--- src/mwsf_pkg.sv ---
`timescale 1ns / 1ps
// Package for the mecanum wheel speed framer: shared types, function codes,
// frame constants and helper functions. No dependencies.
package mwsf_pkg;

    typedef logic signed [15:0] speed_t;

    typedef struct packed {
        speed_t fl;
        speed_t rl;
        speed_t rr;
        speed_t fr;
    } wheel_set_t;

    localparam logic FUNC_CMD  = 1'b0;
    localparam logic FUNC_TICK = 1'b1;

    localparam int unsigned SPAN_W      = 18;
    localparam int unsigned VEL_W       = 16;
    localparam int unsigned MAG_W       = VEL_W + 1;
    localparam int unsigned PROD_W      = MAG_W + SPAN_W;
    localparam int unsigned FRAC_W      = 16;
    localparam int unsigned SUM_W       = 21;
    localparam int unsigned QUEUE_DEPTH = 2;
    localparam int unsigned FRAME_LEN   = 12;
    localparam int unsigned IDX_W       = 4;

    localparam logic [SPAN_W-1:0] HALF_SPAN_RESET = 18'd23167;
    localparam logic [IDX_W-1:0]  FRAME_LAST      = IDX_W'(FRAME_LEN - 1);

    localparam logic [7:0] SOF0 = 8'h24;
    localparam logic [7:0] SOF1 = 8'h23;
    localparam logic [7:0] EOF0 = 8'h25;
    localparam logic [7:0] EOF1 = 8'h21;

    localparam logic signed [SUM_W-1:0] SPEED_MAX = 21'sd32767;
    localparam logic signed [SUM_W-1:0] SPEED_MIN = -21'sd32768;

    function automatic speed_t sat16(input logic signed [SUM_W-1:0] v);
        speed_t r;
        if (v > SPEED_MAX)
        begin
            r = 16'sh7fff;
        end
        else if (v < SPEED_MIN)
        begin
            r = 16'sh8000;
        end
        else
        begin
            r = v[15:0];
        end
        return r;
    endfunction

    function automatic logic [7:0] frame_byte_sel(input wheel_set_t ws,
                                                  input logic [IDX_W-1:0] idx);
        logic [7:0] b;
        unique case (idx)
            4'd0:    b = SOF0;
            4'd1:    b = SOF1;
            4'd2:    b = ws.fl[7:0];
            4'd3:    b = ws.fl[15:8];
            4'd4:    b = ws.rl[7:0];
            4'd5:    b = ws.rl[15:8];
            4'd6:    b = ws.rr[7:0];
            4'd7:    b = ws.rr[15:8];
            4'd8:    b = ws.fr[7:0];
            4'd9:    b = ws.fr[15:8];
            4'd10:   b = EOF0;
            4'd11:   b = EOF1;
            default: b = 8'h00;
        endcase
        return b;
    endfunction

endpackage

--- src/mwsf_front.sv ---
`timescale 1ns / 1ps
// Front end: accepts commands and ticks, computes and stores wheel speeds,
// and pushes a snapshot of changed speeds into the frame queue. Uses mwsf_pkg.
module mwsf_front
    import mwsf_pkg::*;
(
    input  logic                   clk,
    input  logic                   rst_n,
    input  logic                   cfg_we,
    input  logic [SPAN_W-1:0]      cfg_wdata,
    input  logic                   in_valid,
    output logic                   in_ready,
    input  logic                   in_func,
    input  logic signed [VEL_W-1:0] in_vx,
    input  logic signed [VEL_W-1:0] in_vy,
    input  logic signed [VEL_W-1:0] in_yaw,
    input  logic                   q_full,
    output logic                   q_push,
    output wheel_set_t             q_data
);

    logic [SPAN_W-1:0]        half_span_reg;
    logic                     s1_valid_reg;
    logic                     s1_func_reg;
    logic signed [VEL_W-1:0]  s1_vx_reg;
    logic signed [VEL_W-1:0]  s1_vy_reg;
    logic                     s1_neg_reg;
    logic [PROD_W-1:0]        s1_prod_reg;
    wheel_set_t               wheel_reg;
    wheel_set_t               sent_reg;

    logic                     in_fire;
    logic [MAG_W-1:0]         yaw_mag;
    logic [PROD_W-1:0]        prod_next;
    logic [PROD_W-FRAC_W-1:0] kw_mag;
    logic signed [SUM_W-1:0]  kw;
    logic signed [SUM_W-1:0]  vx_ext;
    logic signed [SUM_W-1:0]  vy_ext;
    wheel_set_t               wheel_next;
    logic                     changed;
    logic                     s1_done;
    logic                     cmd_done;

    assign in_fire   = in_valid && in_ready;
    assign yaw_mag   = in_yaw[VEL_W-1] ? (MAG_W'(0) - {in_yaw[VEL_W-1], in_yaw})
                                       : {1'b0, in_yaw};
    assign prod_next = PROD_W'(yaw_mag) * PROD_W'(half_span_reg);

    assign kw_mag = s1_prod_reg[PROD_W-1:FRAC_W];
    assign kw     = s1_neg_reg ? (SUM_W'(0) - SUM_W'(kw_mag)) : SUM_W'(kw_mag);
    assign vx_ext = SUM_W'(s1_vx_reg);
    assign vy_ext = SUM_W'(s1_vy_reg);

    always_comb
    begin
        wheel_next.fl = sat16(vx_ext - vy_ext - kw);
        wheel_next.rl = sat16(vx_ext + vy_ext - kw);
        wheel_next.rr = sat16(vx_ext - vy_ext + kw);
        wheel_next.fr = sat16(vx_ext + vy_ext + kw);
    end

    assign changed  = (wheel_reg != sent_reg);
    assign q_push   = s1_valid_reg && (s1_func_reg == FUNC_TICK) && changed && !q_full;
    assign cmd_done = s1_valid_reg && (s1_func_reg == FUNC_CMD);
    assign s1_done  = cmd_done || (s1_valid_reg && (!changed || !q_full));
    assign in_ready = !s1_valid_reg || s1_done;
    assign q_data   = wheel_reg;

    always_ff @(posedge clk or negedge rst_n)
    begin
        if (!rst_n)
        begin
            half_span_reg <= HALF_SPAN_RESET;
            s1_valid_reg  <= 1'b0;
            wheel_reg     <= '0;
            sent_reg      <= '0;
        end
        else
        begin
            if (cfg_we)
            begin
                half_span_reg <= cfg_wdata;
            end
            if (in_fire)
            begin
                s1_valid_reg <= 1'b1;
            end
            else if (s1_done)
            begin
                s1_valid_reg <= 1'b0;
            end
            if (cmd_done)
            begin
                wheel_reg <= wheel_next;
            end
            if (q_push)
            begin
                sent_reg <= wheel_reg;
            end
        end
    end

    always_ff @(posedge clk)
    begin
        if (in_fire)
        begin
            s1_func_reg <= in_func;
            s1_vx_reg   <= in_vx;
            s1_vy_reg   <= in_vy;
            s1_neg_reg  <= in_yaw[VEL_W-1];
            s1_prod_reg <= prod_next;
        end
    end

endmodule

--- src/mwsf_queue.sv ---
`timescale 1ns / 1ps
// Two-entry queue of wheel speed snapshots between the front end and the
// frame serializer. Uses mwsf_pkg.
module mwsf_queue
    import mwsf_pkg::*;
(
    input  logic       clk,
    input  logic       rst_n,
    input  logic       push,
    input  wheel_set_t push_data,
    output logic       full,
    input  logic       pop,
    output logic       head_valid,
    output wheel_set_t head_data
);

    wheel_set_t  entry_reg [QUEUE_DEPTH];
    logic        wr_ptr_reg;
    logic        rd_ptr_reg;
    logic [1:0]  count_reg;
    logic [1:0]  count_next;

    assign full       = (count_reg == 2'(QUEUE_DEPTH));
    assign head_valid = (count_reg != 2'd0);
    assign head_data  = entry_reg[rd_ptr_reg];

    always_comb
    begin
        count_next = count_reg;
        if (push && !pop)
        begin
            count_next = count_reg + 2'd1;
        end
        else if (pop && !push)
        begin
            count_next = count_reg - 2'd1;
        end
    end

    always_ff @(posedge clk or negedge rst_n)
    begin
        if (!rst_n)
        begin
            wr_ptr_reg <= 1'b0;
            rd_ptr_reg <= 1'b0;
            count_reg  <= 2'd0;
        end
        else
        begin
            count_reg <= count_next;
            if (push)
            begin
                wr_ptr_reg <= ~wr_ptr_reg;
            end
            if (pop)
            begin
                rd_ptr_reg <= ~rd_ptr_reg;
            end
        end
    end

    always_ff @(posedge clk)
    begin
        if (push)
        begin
            entry_reg[wr_ptr_reg] <= push_data;
        end
    end

`ifndef SYNTH
    a_count_bound: assert property (@(posedge clk) disable iff (!rst_n)
        count_reg <= 2'(QUEUE_DEPTH))
        else $error("Queue count exceeds its depth.");

    a_no_overflow: assert property (@(posedge clk) disable iff (!rst_n)
        push |-> !full)
        else $error("Snapshot pushed into a full queue.");

    a_no_underflow: assert property (@(posedge clk) disable iff (!rst_n)
        pop |-> head_valid)
        else $error("Snapshot popped from an empty queue.");
`endif

endmodule

--- src/mwsf_back.sv ---
`timescale 1ns / 1ps
// Frame serializer: turns the queue head into twelve output beats held in an
// output register. Uses mwsf_pkg.
module mwsf_back
    import mwsf_pkg::*;
(
    input  logic       clk,
    input  logic       rst_n,
    input  logic       head_valid,
    input  wheel_set_t head_data,
    output logic       pop,
    output logic       out_valid,
    input  logic       out_ready,
    output logic [7:0] out_byte,
    output logic       out_last
);

    logic [IDX_W-1:0] idx_reg;
    logic [IDX_W-1:0] idx_next;
    logic             valid_reg;
    logic             valid_next;
    logic [7:0]       byte_reg;
    logic             last_reg;
    logic             load;

    assign load = head_valid && (!valid_reg || out_ready);
    assign pop  = load && (idx_reg == FRAME_LAST);

    always_comb
    begin
        idx_next   = idx_reg;
        valid_next = valid_reg && !out_ready;
        if (load)
        begin
            valid_next = 1'b1;
            idx_next   = (idx_reg == FRAME_LAST) ? '0 : idx_reg + IDX_W'(1);
        end
    end

    always_ff @(posedge clk or negedge rst_n)
    begin
        if (!rst_n)
        begin
            idx_reg   <= '0;
            valid_reg <= 1'b0;
        end
        else
        begin
            idx_reg   <= idx_next;
            valid_reg <= valid_next;
        end
    end

    always_ff @(posedge clk)
    begin
        if (load)
        begin
            byte_reg <= frame_byte_sel(head_data, idx_reg);
            last_reg <= (idx_reg == FRAME_LAST);
        end
    end

    assign out_valid = valid_reg;
    assign out_byte  = byte_reg;
    assign out_last  = last_reg;

`ifndef SYNTH
    a_idx_range: assert property (@(posedge clk) disable iff (!rst_n)
        idx_reg <= FRAME_LAST)
        else $error("Beat index ran past the end of the frame.");

    a_last_wraps: assert property (@(posedge clk) disable iff (!rst_n)
        (valid_reg && out_ready && out_last) |-> (idx_reg == '0 || load))
        else $error("Frame end delivered while the serializer is mid-frame.");
`endif

endmodule

--- src/mecanum_wheel_speed_framer.sv ---
`timescale 1ns / 1ps
// Top level of the mecanum wheel speed framer: front end, snapshot queue and
// frame serializer. Uses mwsf_pkg, mwsf_front, mwsf_queue and mwsf_back.
//
// Input beats carry a velocity command (tuser 0) or a send tick (tuser 1).
// The front end takes one beat per cycle unless the queue is full: a
// two-stage path registers the yaw product, then updates the four stored
// wheel speeds or, on a tick with changed speeds, pushes a snapshot into a
// two-deep queue. Each snapshot leaves as a twelve-beat frame, one beat per
// cycle while the receiver is ready, through an output register, so
// frame-producing ticks are limited by the one-byte output port; commands
// and ticks that send nothing never wait on it unless the queue is full.
module mecanum_wheel_speed_framer
    import mwsf_pkg::*;
(
    input  logic        clk,
    input  logic        rst_n,
    input  logic        cfg_we,
    input  logic [17:0] cfg_wdata,       // half_span_q16
    input  logic        s_axis_tvalid,
    output logic        s_axis_tready,
    input  logic [47:0] s_axis_tdata,    // vx_mm, vy_mm, yaw_mrad
    input  logic        s_axis_tuser,    // func
    output logic        m_axis_tvalid,
    input  logic        m_axis_tready,
    output logic [7:0]  m_axis_tdata,    // frame_byte
    output logic        m_axis_tlast
);

    logic       q_full;
    logic       q_push;
    wheel_set_t q_push_data;
    logic       q_pop;
    logic       q_head_valid;
    wheel_set_t q_head_data;

    mwsf_front u_front (
        .clk       (clk),
        .rst_n     (rst_n),
        .cfg_we    (cfg_we),
        .cfg_wdata (cfg_wdata),
        .in_valid  (s_axis_tvalid),
        .in_ready  (s_axis_tready),
        .in_func   (s_axis_tuser),
        .in_vx     (s_axis_tdata[15:0]),
        .in_vy     (s_axis_tdata[31:16]),
        .in_yaw    (s_axis_tdata[47:32]),
        .q_full    (q_full),
        .q_push    (q_push),
        .q_data    (q_push_data)
    );

    mwsf_queue u_queue (
        .clk        (clk),
        .rst_n      (rst_n),
        .push       (q_push),
        .push_data  (q_push_data),
        .full       (q_full),
        .pop        (q_pop),
        .head_valid (q_head_valid),
        .head_data  (q_head_data)
    );

    mwsf_back u_back (
        .clk        (clk),
        .rst_n      (rst_n),
        .head_valid (q_head_valid),
        .head_data  (q_head_data),
        .pop        (q_pop),
        .out_valid  (m_axis_tvalid),
        .out_ready  (m_axis_tready),
        .out_byte   (m_axis_tdata),
        .out_last   (m_axis_tlast)
    );

endmodule

--- config.mk ---
export PLATFORM = sky130hd
export DESIGN_NAME = mecanum_wheel_speed_framer
export DESIGN_NICKNAME = d
export VERILOG_FILES = /design/src/mwsf_pkg.sv /design/src/mwsf_front.sv /design/src/mwsf_queue.sv /design/src/mwsf_back.sv /design/src/mecanum_wheel_speed_framer.sv
export SDC_FILE = /design/constraint.sdc
export NUM_CORES = 1
export LEC_CHECK = 0
export ABC_AREA = 1
export ABC_CLOCK_PERIOD_IN_PS = 6500
export BUFFER_PORTS_ARGS = -buffer_cell sky130_fd_sc_hd__buf_2
export CORE_UTILIZATION = 65
export CTS_CLUSTER_DIAMETER = 60
export DETAILED_ROUTE_END_ITERATION = 8
export PLACE_DENSITY = 0.82
export SLEW_MARGIN = 30
export SYNTH_ARGS = -nofsm -noshare
export SYNTH_HDL_FRONTEND = slang
export SYNTH_HIERARCHICAL = 1
export SYNTH_SLANG_ARGS = --single-unit
--- constraint.sdc ---
create_clock -name clk -period 6.5 [get_ports clk]
set_input_delay 0 -clock clk [delete_from_list [all_inputs] [get_ports clk]]
set_output_delay 0 -clock clk [all_outputs]
set_load 0.005 [all_outputs]
==> results of run 1 <==
cell type report:
| type | count | area [sq um] |
|---|---|---|
| Multi-Input combinational cell | 2746 | 19100 |
| Fill cell | 3584 | 12400 |
| Clock buffer | 44 | 995 |
| Clock inverter | 28 | 329 |
| Inverter | 672 | 2520 |
| Timing Repair Buffer | 285 | 2210 |
| Sequential cell | 346 | 9630 |
| Tap cell | 615 | 769 |
final timing paths:
check	start	endpoint	slack, ns	cells past startpoint
setup / recovery	u_front/half_span_reg[11]	u_front/s1_prod_reg[27]	0.27	20
hold / removal	cfg_we	u_front/half_span_reg[17]	0.06	3
setup reg to reg	u_front/half_span_reg[11]	u_front/s1_prod_reg[27]	0.27	20
hold reg to reg	u_queue/count_reg[1]	u_queue/count_reg[1]	0.48	2
max in group asynchronous	rst_n	u_front/sent_reg[14]	5.17	3
min in group asynchronous	rst_n	u_front/sent_reg[38]	0.08	2
kinds of logic (layout without fill, tap and decap cells):
logic type                 count (synthesis)  in the layout  synth area share, %
DFF                                      346            346                 30.2
buffers and inverters                    794           1029                 10.1
other                                      2             18               0.0235
muxes                                     64             64                 2.85
xor gates and xnor gates                 172            172                 4.83
adders and majority gates                469            469                 24.1
and+or+nand+nor                         1695           1695                 21.9
AOI/OAI and AO/OA                        328            328                 6.03
stage by stage:
stage	hold slack (ns)	instances	utilization [%]	area, sq um
final	0.0643	4736	74.1	35600
after global routing	0.0424	4736	74.1	35600
after CTS	0.0165	4736	74.1	35600
after detailed placement	0.132	4575	69.5	33400
after global placement	0.136	4575	69.5	33400
after floorplan	-0.296	3886	-	32000
repair_timing:
item,CTS,global route
endpoints found under the setup margin,0,1
hold endpoints to repair,141,0
resized for setup,0,1
hold buffers,89,0
cell usage after synthesis, drive strengths merged:
master  number  area, sq um
a211oi       4         30.0
conb         2         7.51
and3         2         12.5
a211o        1         8.76
nor2       371         1450
xor2       108          980
mux2        64          908
inv        667         2510
dfrtp      145         3630
and2         6         37.5
o31ai        4         30.0
xnor2       64          561
a221oi       1         8.76
a22oi        2         15.0
o21ai       88          444
a21oi      180         1030
a21o         7         52.6
dfstp       11          289
nor3        30          160
ha         226         2830
a31oi        8         50.1
o41ai        1         8.76
nor4        14          103
nand3      111          571
o22ai        1         6.26
fa         243         4860
or3          1         6.26
buf         63          478
o221ai       4         35.0
o211ai       4         30.0
nand4       49          313
clkinv       5         18.8
clkbuf      59          225
o21bai      16          120
a21boi       2         15.0
o21a         5         37.5
edfxtp     190         5710
or2         17          106
nand2     1091         4200
nand3b       3         22.5
worst register-to-register path: stages (launching register included):
cell      delay [ns]
dfstp_2         0.75
inv_1           0.28
nor2_1          0.32
fa_1            0.47
inv_1           0.10
fa_1            0.44
fa_1            0.54
inv_1           0.07
fa_1            0.51
fa_1            0.49
inv_1           0.05
fa_1            0.47
inv_1           0.04
ha_1            0.30
a21o_1          0.20
a21oi_1         0.16
a21boi_0        0.22
nand2_1         0.09
a21boi_0        0.22
o21bai_1        0.11
xor2_1          0.14
metal layers:
metal	wire length (um)	up-vias	global-route usage (%)
li1	-	12414	-
met1	32300	12394	41.0
met2	43100	1138	63.5
met3	5340	325	4.56
met4	6780	0	24.0
met5	0	-	0
==> flow_summary.yaml, run 1 <==
cells_and_area:
  final_cell_mix: "nand2_1, inv_1, nor2_1, fa_1, ha_1"
  largest_reg_flops: 128
  antenna_cells: 0
  nets: 4631
  syn2layout_area_growth_pct: 11.6
  final_common_cell: "nand2_1"
  drive_gt1_share_pct: 11.1
placement:
  port_buffers: 82
  dp_slack_ns: -0.0656
  hpwl_um: 68100
  routabilityCongestion: 1.02
synthesis:
  avgSynthCellArea_sq_um: 8.24
  synth_area_sq_um: 31900
  ys_warn_count: 6
  synthDistinctLibCells: 63
  synth_cells: 3870
  ys_seq_area_share_pct: 30.2
  ys_seq_elements: 346
setup_path:
  crit_path_start_kind: "register"
  path_max_fanout: 11
  cp-end-kind: "register"
  crit_type: "reg -> reg"
  crit_chain: "inv_1 > nor2_1 > fa_1 > inv_1 > fa_1 > fa_1 > inv_1 > fa_1 > fa_1 > inv_1 > fa_1 > inv_1 > ha_1 > a21o_1 > a21oi_1 > a21boi_0 > nand2_1 > a21boi_0 > o21bai_1 > xor2_1"
  cp.arrival_ns: 6.53
  worstPathRequired_ns: 6.81
  crit_buf_inv: 5
  critical_path.top_delay_family: "adder cells"
  cp_slowest_cell: "dfstp_2"
  cp_common_cell: "fa_1"
  cpPeakStageDelay_ns: 0.75
timing:
  period_share_pct: 95.8
  grt_setup_unrepaired: "no"
  worst-slew-pin-transition_ns: 1.01
  setup_slack_ns: 0.274
  finalMaxSlewViolations: 0
  hold_viol: 0
  max_freq_mhz: 161
  min_period_ns: 6.23
  fin_skew_ns: 0.0157
  finalSetupTns_ns: 0
  setup_violations: 0
  relSlewSlack_pct: 32.1
job:
  drv_cap: 0
clocking:
  clk_path_buf_depth: 3
  numCtsBuffers: 39
  postCtsSetupRepairBufs: 0
  cts_htree_levels: 2
  ctsRootBufferMaster: "clkbuf_16"
  cts_tree: "yes"
  insertion_delay_ns: 0.58
  clkTransAtPathRegs_ns: 0.06
  clock_sinks: 346
floorplanning:
  ioPinCount: 83
  fp.dieArea_sq_um: 50000
  die_y_um: 224
  initial_utilization_pct: 66.4
  rows: 80
  die_w_um: 224
  coreArea_sq_um: 48000
grt:
  grt_pass1_wl_um: 139000
  overflow: 0
  grtUsageTotal_pct: 36.0
  grt_pass1_vias: 26560
  antenna_found_initial: 0
  grt_max_degree: 87
run_status:
  status: "completed"
worst_hold_path:
  worstHoldPathType: "in -> reg"
routing:
  drtAntennaViolNets: 0
  num_vias: 26271
  routed_wirelength_um: 87500
  drtIter0Drc: 2092
  wl_per_cell_um: 18.5
  drc: 0
  first_pass_iters: 6
  vias_per_cell: 5.55
Power of run 1 is not shown: default switching activity piles up to over one toggle a cycle in this logic, so the estimate is an artifact.
==> inputs of run 2 (changes only) <==
Settings changed: ABC_CLOCK_PERIOD_IN_PS 6500 to 6600.
Clock period 6.5 ns to 6.6 ns, I/O delays scaled along.
==> run 2 against run 1 <==
Effect of this change:
- first-iteration DRC count grew 7.5%
- sequential share of layout area rose by 0.12 points
- die area stayed put
- via count down 0.21%
- hold slack got worse by 0.017 ns
- register-to-register slack better by 0.23 ns
- non-clock buffer count down 25
- cell count shrank 0.49%
- wire length increased by 0.57%
- clock skew is 0.0063 ns higher
- core utilization shrank 0.34 points
- design area shrank 0.46%
==> flow_summary.yaml, run 2 (synthesis results as in run 1) <==
placement:
  dp_slack_ns: -0.0190
  routabilityCongestion: 1.01
  port_buffers: 82
  hpwl_um: 68000
  place_inst: 4548
cells_and_area:
  final_common_cell: "nand2_1"
  utilization_pct: 73.8
  antenna_cells: 0
  nets: 4607
  final_cell_mix: "nand2_1, inv_1, nor2_1, fa_1, ha_1"
  final_cells: 4713
  drive_gt1_share_pct: 10.6
  fillers: 3646
  syn2layout_area_growth_pct: 11.1
  largest_reg_flops: 128
worst_hold_path:
  worstHoldPathType: "in -> reg"
setup_path:
  crit_path_start_kind: "primary input"
  worstPathRequired_ns: 6.93
  cp.arrival_ns: 6.53
  path_max_fanout: 8
  crit_type: "in -> reg"
  cp-end-kind: "register"
floorplanning:
  die_w_um: 224
  rows: 80
  coreArea_sq_um: 48000
  ioPinCount: 83
  die_y_um: 224
  initial_utilization_pct: 66.4
  fp.dieArea_sq_um: 50000
clocking:
  postCtsSetupRepairBufs: 0
  cts_tree: "yes"
  insertion_delay_ns: 0.58
  clock_sinks: 346
  numCtsBuffers: 40
  ctsRootBufferMaster: "clkbuf_16"
  clkTransAtPathRegs_ns: 0.06
  cts_htree_levels: 2
  clk_path_buf_depth: 3
timing:
  finalSetupTns_ns: 0
  hold_viol: 0
  max_freq_mhz: 161
  setup_violations: 0
  min_period_ns: 6.20
  relSlewSlack_pct: 35.5
  period_share_pct: 93.9
  fin_skew_ns: 0.0219
  grt_setup_unrepaired: "no"
  worst-slew-pin-transition_ns: 0.960
  finalMaxSlewViolations: 0
  setup_slack_ns: 0.401
routing:
  vias_per_cell: 5.56
  wl_per_cell_um: 18.7
  drc: 0
  routed_wirelength_um: 88000
  first_pass_iters: 6
  drtIter0Drc: 2248
  num_vias: 26215
  drtAntennaViolNets: 0
job:
  drv_cap: 0
grt:
  grt_pass1_vias: 26426
  grtUsageTotal_pct: 35.6
  grt_max_degree: 94
  overflow: 0
  grt_pass1_wl_um: 138000
  antenna_found_initial: 0
run_status:
  status: "completed"
[run 2: final cells by class]
cell class / count / area (sq um) / share of cell area, %
inverter: 672 / 2520 / 7.12
clock buffer: 51 / 1060 / 3.00
tap: 615 / 769 / 2.17
timing repair buffer: 260 / 2010 / 5.68
sequential: 346 / 9630 / 27.2
multi-input combinational: 2746 / 19200 / 54.0
clock inverter: 23 / 289 / 0.816
[run 2: critical path, cell delays in order]
cell and delay, ns:
dlygate4sd3_1 0.52, buf_2 0.18, inv_1 0.14, or3_1 0.39, nand2_1 0.30, buf_4 0.22, nand2_1 0.07, fa_1 0.51
fa_1 0.49, fa_1 0.58, inv_1 0.07, fa_1 0.49, fa_1 0.49, inv_1 0.05, fa_1 0.47, inv_1 0.04
ha_1 0.28, buf_4 0.15, a21oi_1 0.20, o21ai_0 0.16, a21oi_1 0.13, nand2_1 0.17, nand2_1 0.10, nand2_1 0.09
nand2_1 0.10, nand2_1 0.06, nand2_1 0.05, nand2_1 0.04
[run 2: path summary, 6_finish.rpt]
check / from / end / slack, ns / cells after the start
max in group asynchronous: rst_n / u_front/half_span_reg[5] / 5.29 / 4
worst max-delay path: s_axis_tdata[47] / u_front/s1_prod_reg[30] / 0.40 / 28
worst max register to register: u_front/half_span_reg[12] / u_front/s1_prod_reg[30] / 0.50 / 24
min in group asynchronous: rst_n / u_front/sent_reg[32] / 0.07 / 2
worst min register to register: u_queue/count_reg[1] / u_queue/count_reg[1] / 0.49 / 2
worst min-delay path: cfg_we / u_front/half_span_reg[12] / 0.05 / 2
[run 2: layer usage]
layer / part of all wire (%) / global-route usage, %
met5: 0 / 0
met4: 6.8 / 21.7
met3: 5.9 / 3.45
met2: 49 / 63.5
met1: 38 / 41.5
[run 2: timing repair]
item,CTS,global route
hold buffers,90,0
endpoints found under the setup margin,0,1
resized for setup,0,1
hold endpoints to repair,143,0
[run 2: through the flow]
stage / hold slack, ns / area (sq um)
4_1_cts: 0.00667 / 35400
3_5_place_dp: 0.164 / 33200
5_1_grt: 0.0501 / 35400
6_report: 0.0475 / 35400
2_1_floorplan: -0.296 / 32000
3_3_place_gp: 0.155 / 33200
Power of run 2 is left out for the same reason.
